==> src/hw/rtl/msid_pkg.sv <==
// Shared types and constants for the multichannel spike interval detector.
// Used by multichannel_spike_interval_detector_core and the testbench; no dependencies.
`timescale 1ns / 1ps
`default_nettype none

package msid_pkg;

  localparam int CHANNELS = 64;
  localparam int CH_W     = 6;
  localparam int SAMPLE_W = 16;
  localparam int TS_W     = 32;
  localparam int CFG_AW   = 3;
  localparam int CFG_DW   = 32;

  // Register indexes, taken from paddr[2].
  localparam logic REG_UP_THRESHOLD   = 1'b0;
  localparam logic REG_DOWN_THRESHOLD = 1'b1;

  localparam logic signed [SAMPLE_W-1:0] UP_THRESHOLD_RESET   = 16'sd16384;
  localparam logic signed [SAMPLE_W-1:0] DOWN_THRESHOLD_RESET = 16'sd0;

  // One entry of the per-channel state memory.
  typedef struct packed {
    logic            spiking;
    logic [TS_W-1:0] last_ts;
  } entry_t;

endpackage

`default_nettype wire

==> src/hw/rtl/msid_ram.sv <==
// Generic single-port-write, single-port-read synchronous RAM with registered read.
// No dependencies.
`timescale 1ns / 1ps
`default_nettype none

module msid_ram #(
  parameter int WIDTH = 8,
  parameter int DEPTH = 64
) (
  input  wire logic                         clk,
  input  wire logic                         we,
  input  wire logic [$clog2(DEPTH)-1:0]     waddr,
  input  wire logic [WIDTH-1:0]             wdata,
  input  wire logic                         re,
  input  wire logic [$clog2(DEPTH)-1:0]     raddr,
  output      logic [WIDTH-1:0]             rdata
);

  logic [WIDTH-1:0] mem [DEPTH];

  // Read-first: a read and a write to the same address in one cycle return old data.
  always_ff @(posedge clk) begin
    if (we) begin
      mem[waddr] <= wdata;
    end
    if (re) begin
      rdata <= mem[raddr];
    end
  end

endmodule

`default_nettype wire

==> src/hw/rtl/multichannel_spike_interval_detector_core.sv <==
// Multichannel spike interval detector, top level.
// Depends on msid_pkg and msid_ram.
//
// Usage:
//   Input requests (in_channel, in_sample, in_timestamp) arrive on a valid/ready
//   channel, one channel sample per request. Each channel has a hysteresis flag:
//   a sample above the upper threshold sets it, one below the lower threshold
//   clears it. When a flag goes from clear to set, one result request
//   (out_spike_channel, out_interval) is issued, with the interval measured from
//   that channel's previous spike time modulo 2^32.
//   A spike result is formed in the read stage, then held in the output register.
//   Throughput: one request per cycle while results are taken. Per-channel state
//   lives in one memory, read at the acceptance edge and written back as the
//   request leaves stage 1; a bypass register covers back-to-back requests on one channel.
//   Reset: thresholds return to 16384 and 0; per-channel valid flops clear at
//   once, so every channel reads as not spiking with last spike time zero. No
//   clearing pass is needed; requests are taken from the first cycle.
//   Stall: a held result stays in the output register; one further request is
//   taken into the read stage and waits there, and in_ready drops until the
//   receiver takes the result.
`timescale 1ns / 1ps
`default_nettype none

module multichannel_spike_interval_detector_core (
  input  wire logic                                   clk,
  input  wire logic                                   rst_n,
  // Input channel
  input  wire logic                                   in_valid,
  output      logic                                   in_ready,
  input  wire logic [msid_pkg::CH_W-1:0]              in_channel,
  input  wire logic signed [msid_pkg::SAMPLE_W-1:0]   in_sample,
  input  wire logic [msid_pkg::TS_W-1:0]              in_timestamp,
  // Result channel
  output      logic                                   out_valid,
  input  wire logic                                   out_ready,
  output      logic [msid_pkg::CH_W-1:0]              out_spike_channel,
  output      logic [msid_pkg::TS_W-1:0]              out_interval,
  // Configuration port
  input  wire logic                                   cfg_psel,
  input  wire logic                                   cfg_penable,
  input  wire logic                                   cfg_pwrite,
  input  wire logic [msid_pkg::CFG_AW-1:0]            cfg_paddr,
  input  wire logic [msid_pkg::CFG_DW-1:0]            cfg_pwdata,
  output      logic [msid_pkg::CFG_DW-1:0]            cfg_prdata,
  output      logic                                   cfg_pready
);

  // Configuration registers
  logic signed [msid_pkg::SAMPLE_W-1:0] up_thr_r;
  logic signed [msid_pkg::SAMPLE_W-1:0] down_thr_r;
  logic                                 cfg_wr;

  assign cfg_pready = 1'b1;
  assign cfg_wr     = cfg_psel && cfg_penable && cfg_pwrite;

  always_ff @(posedge clk) begin
    if (!rst_n) begin
      up_thr_r   <= msid_pkg::UP_THRESHOLD_RESET;
      down_thr_r <= msid_pkg::DOWN_THRESHOLD_RESET;
    end else if (cfg_wr) begin
      case (cfg_paddr[2])
        msid_pkg::REG_UP_THRESHOLD:   up_thr_r   <= cfg_pwdata[msid_pkg::SAMPLE_W-1:0];
        msid_pkg::REG_DOWN_THRESHOLD: down_thr_r <= cfg_pwdata[msid_pkg::SAMPLE_W-1:0];
        default: ;
      endcase
    end
  end

  always_comb begin
    case (cfg_paddr[2])
      msid_pkg::REG_UP_THRESHOLD:
        cfg_prdata = {{(msid_pkg::CFG_DW-msid_pkg::SAMPLE_W){up_thr_r[msid_pkg::SAMPLE_W-1]}},
                      up_thr_r};
      msid_pkg::REG_DOWN_THRESHOLD:
        cfg_prdata = {{(msid_pkg::CFG_DW-msid_pkg::SAMPLE_W){down_thr_r[msid_pkg::SAMPLE_W-1]}},
                      down_thr_r};
      default: cfg_prdata = '0;
    endcase
  end

  // Pipeline control
  logic                                 in_fire;
  logic                                 s1_go;
  logic                                 s1_valid_r;
  logic [msid_pkg::CH_W-1:0]            s1_ch_r;
  logic signed [msid_pkg::SAMPLE_W-1:0] s1_sample_r;
  logic [msid_pkg::TS_W-1:0]            s1_ts_r;
  logic                                 s1_entry_vld_r;
  logic                                 fwd_hit_r;
  msid_pkg::entry_t                     fwd_data_r;
  logic [msid_pkg::CHANNELS-1:0]        entry_vld_r;

  logic                                 out_valid_r;
  logic [msid_pkg::CH_W-1:0]            out_ch_r;
  logic [msid_pkg::TS_W-1:0]            out_interval_r;

  logic [$bits(msid_pkg::entry_t)-1:0]  ram_rdata;
  msid_pkg::entry_t                     prev;
  msid_pkg::entry_t                     wr_entry;
  logic                                 in_range;
  logic                                 above;
  logic                                 below;
  logic                                 spike;
  logic                                 wr_en;
  logic                                 emit;
  logic [msid_pkg::TS_W-1:0]            interval;

  assign s1_go    = !out_valid_r || out_ready;
  assign in_ready = !s1_valid_r || s1_go;
  assign in_fire  = in_valid && in_ready;

  // Read-modify-write of the channel entry in stage 1.
  always_comb begin
    if (fwd_hit_r) begin
      prev = fwd_data_r;
    end else if (s1_entry_vld_r) begin
      prev = msid_pkg::entry_t'(ram_rdata);
    end else begin
      prev = '0;
    end
    in_range = {1'b0, s1_ch_r} < (msid_pkg::CH_W+1)'(msid_pkg::CHANNELS);
    above    = s1_sample_r > up_thr_r;
    below    = s1_sample_r < down_thr_r;
    spike    = above && !prev.spiking;
    interval = s1_ts_r - prev.last_ts;

    wr_entry = prev;
    if (above) begin
      wr_entry.spiking = 1'b1;
    end else if (below) begin
      wr_entry.spiking = 1'b0;
    end
    if (spike) begin
      wr_entry.last_ts = s1_ts_r;
    end

    wr_en = s1_valid_r && s1_go && in_range;
    emit  = wr_en && spike;
  end

  msid_ram #(
    .WIDTH ($bits(msid_pkg::entry_t)),
    .DEPTH (msid_pkg::CHANNELS)
  ) u_state_ram (
    .clk   (clk),
    .we    (wr_en),
    .waddr (s1_ch_r),
    .wdata (wr_entry),
    .re    (in_fire),
    .raddr (in_channel),
    .rdata (ram_rdata)
  );

  always_ff @(posedge clk) begin
    if (!rst_n) begin
      s1_valid_r  <= 1'b0;
      out_valid_r <= 1'b0;
      entry_vld_r <= '0;
      fwd_hit_r   <= 1'b0;
    end else begin
      if (in_fire) begin
        s1_valid_r <= 1'b1;
      end else if (s1_go) begin
        s1_valid_r <= 1'b0;
      end

      if (wr_en) begin
        entry_vld_r[s1_ch_r] <= 1'b1;
      end

      // The memory returns old data when the write lands on the edge of the read.
      if (in_fire) begin
        fwd_hit_r <= wr_en && (s1_ch_r == in_channel);
      end

      if (emit) begin
        out_valid_r <= 1'b1;
      end else if (out_ready) begin
        out_valid_r <= 1'b0;
      end
    end
  end

  always_ff @(posedge clk) begin
    if (in_fire) begin
      s1_ch_r        <= in_channel;
      s1_sample_r    <= in_sample;
      s1_ts_r        <= in_timestamp;
      s1_entry_vld_r <= entry_vld_r[in_channel];
      fwd_data_r     <= wr_entry;
    end
    if (emit) begin
      out_ch_r       <= s1_ch_r;
      out_interval_r <= interval;
    end
  end

  assign out_valid         = out_valid_r;
  assign out_spike_channel = out_ch_r;
  assign out_interval      = out_interval_r;

endmodule

`default_nettype wire

==> config.mk <==
export PLATFORM = sky130hd
export DESIGN_NAME = multichannel_spike_interval_detector_core
export DESIGN_NICKNAME = d
export VERILOG_FILES = /design/src/hw/rtl/msid_pkg.sv /design/src/hw/rtl/msid_ram.sv /design/src/hw/rtl/multichannel_spike_interval_detector_core.sv
export SDC_FILE = /design/constraint.sdc
export NUM_CORES = 2
export LEC_CHECK = 0
export ABC_AREA = 1
export CAP_MARGIN = 20
export CORE_MARGIN = 4
export CORE_UTILIZATION = 25
export CTS_BUF_LIST = sky130_fd_sc_hd__clkbuf_8
export DETAILED_ROUTE_END_ITERATION = 6
export DONT_BUFFER_PORTS = 1
export HOLD_SLACK_MARGIN = 0.06
export PLACE_DENSITY = 0.41
export SYNTH_ARGS = -nofsm -noshare
export SYNTH_HDL_FRONTEND = slang
export SYNTH_SLANG_ARGS = --single-unit
==> constraint.sdc <==
create_clock -name clk -period 5.7 [get_ports clk]
set_input_delay 0.285 -clock clk [delete_from_list [all_inputs] [get_ports clk]]
set_output_delay 0.285 -clock clk [all_outputs]
set_load 0.02 [all_outputs]
==> impl_metrics.csv <==
group,metric,value,unit
logic_synthesis,synth_cell_types,45,
route,via_per_inst,4.75,
logic_synthesis,yosysTopAreaCell,"edfxtp_1",
logic_synthesis,synth_enable_flop_cells,2271,
pwr,comb_power_share,0.088,
sta,fmax,199,MHz
logic_synthesis,ys_seq_elements,2370,
sta,fin_skew,77.4,ps
global_route,antenna_found_initial,7,
cts,cts_root_buffer,"clkbuf_8",
route,drt_iter0_drc,4980,
cts,cts_tree,"built",
route,num_vias,63700,
min_path,min_path_type,"in2reg",
die,die_h,627,um
global_route,first_global_vias,63300,
critical_path,critPathKind,"in2reg",
layout,drive_above_1_share,0.0983,
sta,finalSetupTns,0,ps
logic_synthesis,synth_area,0.0957,sq mm
route,drt.antenna.violating_nets,0,
pwr,leakage,36.8,nW
logic_synthesis,yosys-top-cells-area,"edfxtp_1, o21ai_0, nor2_1",
place,hpwlAfterDp,154000,um
route,routed_wirelength,302000,um
pwr,total_power,0.0376,W
critical_path,worstSetupStartpointType,"primary input",
pwr,peakVddDrop,0.000210,V
sta,slew_headroom,-0.332,
sta,setup-violations-final,0,
sta,hold_violations,0,
place,gp_congestion,0.804,
critical_path,worstSetupEndpointType,"register",
logic_synthesis,async_flop_share,0,
pwr,power_density,337,mW/mm^2
sta,tightest_slew,2000,ps
pwr,p_int,0.0280,W
layout,syn_to_final_growth,16.5,%
sta,slew_viol_final,202,
critical_path,cp_max_fo,278,
die,dieArea,0.393,sq mm
die,core_area,0.380,sq mm
cts,htree_num_levels,5,
die,num_rows,226,
run_status,status,"complete, but fails checks",
cts,worstSkewPairLatency,1020,ps
cts,cts_made_buffers,406,
global_route,grt_max_degree,1092,
global_route,grt-ovfl-total,0,
cts,cts_sinks,2370,
sta,rsz0062_at_grt,"false",
pwr,swShare,0.255,
logic_synthesis,yosysMostFrequentCell,"edfxtp_1",
route,route.detailed.drc,0,
logic_synthesis,synth_fp_nets,7949,
route,routedWlPerCell,22.5,um
critical_path,required,6420,ps
die,ioPinCount,169,
layout,finalNetCount,8203,
pwr,p_seq_frac,0.534,
pwr,power_switching,0.00957,W
job,maxCapViolCount,0,
route,drt-pass1-iter-count,6,
pwr,p_clk_frac,0.378,
cts,clk_pin_slew,60,ps
die,initial_utilization,0.252,
global_route,grt_pass1_wl,437000,um
critical_path,cp.arrival,5740,ps
sta,min_period_over_period,0.881,
global_route,grt.total_usage,0.148,
cts,post_cts_buffers,0,
logic_synthesis,netlist_top_cells_count,"edfxtp_1, nor2_1, o21ai_0",
run_status,violations,"slew limit",
logic_synthesis,synthFlopType,"edfxtp_1",
cts,clockBufferDepth,4,
logic_synthesis,ys_warn_count,0,
logic_synthesis,yosys.area.top_type_share,0.713,
logic_synthesis,synthCells,7801,
logic_synthesis,seq_area_frac_synth,0.733,
sta,fin_crit,5020,ps
place,io_buffers,0,
die,fp.dieW,627,um
logic_synthesis,synth_area_per_cell,12.3,sq um
repair_timing:
action / in CTS / in global routing
endpoints found under the hold margin: 276 / 2
resized for setup: 0 / 0
hold buffers: 186 / 1
power by group through the flow:
stage	Combinational, W	Clock [W]	Sequential [W]
floorplan	0.00195	0	0.0205
global placement	0.00298	0	0.0204
detailed placement	0.00304	0	0.0204
CTS	0.00322	0.0147	0.0201
global route	0.00367	0.0155	0.0201
finish	0.00331	0.0142	0.0201
routing by layer:
layer / vias up / GRT usage / routed length [um]
met4: 0 / 0.0357 / 5590
met1: 32600 / 0.201 / 137000
met5: - / 0 / 0
met3: 401 / 0.0250 / 17400
li1: 29000 / - / -
met2: 1774 / 0.245 / 142000
cell type report:
type | instances | area (sq um)
fill | 38800 | 269000
sequential | 2370 | 70200
multi-input combinational | 4736 | 23200
tap | 5016 | 6280
clock buffer | 425 | 5850
timing repair buffer | 372 | 3690
clock inverter | 313 | 1530
inverter | 169 | 697
antenna | 7 | 17.5
worst max-delay path: stages:
cell and delay [ps]:
buf_16 670, buf_16 610, clkinv_16 660, buf_12 490, buf_4 340, o21ai_0 190, o22ai_1 100, nand2_1 70
nand2_1 60, a21oi_1 120, o21ai_1 70, dlygate4sd3_1 560, nand3_1 80, nand2_1 70, dlygate4sd3_1 570
cell families (layout without fill, tap and decap cells):
| kind of cell | Yosys count | in the layout | share of synthesized area |
|---|---|---|---|
| AND/OR/NAND/NOR | 2778 | 2778 | 0.117 |
| flip-flops | 2370 | 2370 | 0.733 |
| adder cells (fa/ha/maj) | 52 | 52 | 0.00688 |
| XOR/XNOR | 23 | 23 | 0.00211 |
| AO/OA/AOI/OAI | 1882 | 1882 | 0.107 |
| other | 1 | 8 | 0.0000392 |
| buffers and inverters | 695 | 1279 | 0.0331 |
flip-flops by register name, indices dropped and copies added (netlist names), 16 cells and up:
register / cells
u_state_ram.rdata: 33
out_interval: 32
fwd_data_r: 33
s1_sample_r: 16
s1_ts_r: 32
entry_vld_r: 64
down_thr_r: 16
up_thr_r: 16
u_state_ram.mem: 2112
through the flow:
step	instances	worst slack, ps	utilization	hold WS [ps]	area (sq um)
finish	13400	677	0.293	107	111000
global route	13400	533	0.293	84.2	111000
CTS	13400	1830	0.293	64.2	111000
detailed placement	12500	1780	0.268	384	102000
global placement	12500	1680	0.268	384	102000
floorplan	7801	853	-	384	95700
cell usage in the layout (no fill, tap or decap), drive strengths merged, types with 160 or more instances in the layout:
cell type	count
o21ai	1216
buf	191
nand2	859
edfxtp	2271
dlygate4sd3	181
clkinv	160
clkbuf	425
nor2	1361
inv	304
nand3	504
o22ai	541
path summary, 6_finish.rpt:
path | depth (start not counted) | slack, ps | end | startpoint
max | 15 | 680 | u_state_ram.rdata[14]$_DFFE_PP_ | in_channel[0]
min | 6 | 110 | u_state_ram.rdata[27]$_DFFE_PP_ | in_channel[0]
max reg2reg | 16 | 1880 | u_state_ram.mem[48][1]$_DFFE_PP_ | up_thr_r[15]$_SDFFE_PN0P_
min reg2reg | 2 | 460 | entry_vld_r[41]$_SDFFE_PN0P_ | entry_vld_r[41]$_SDFFE_PN0P_
Power figures use the tool's default switching activity.
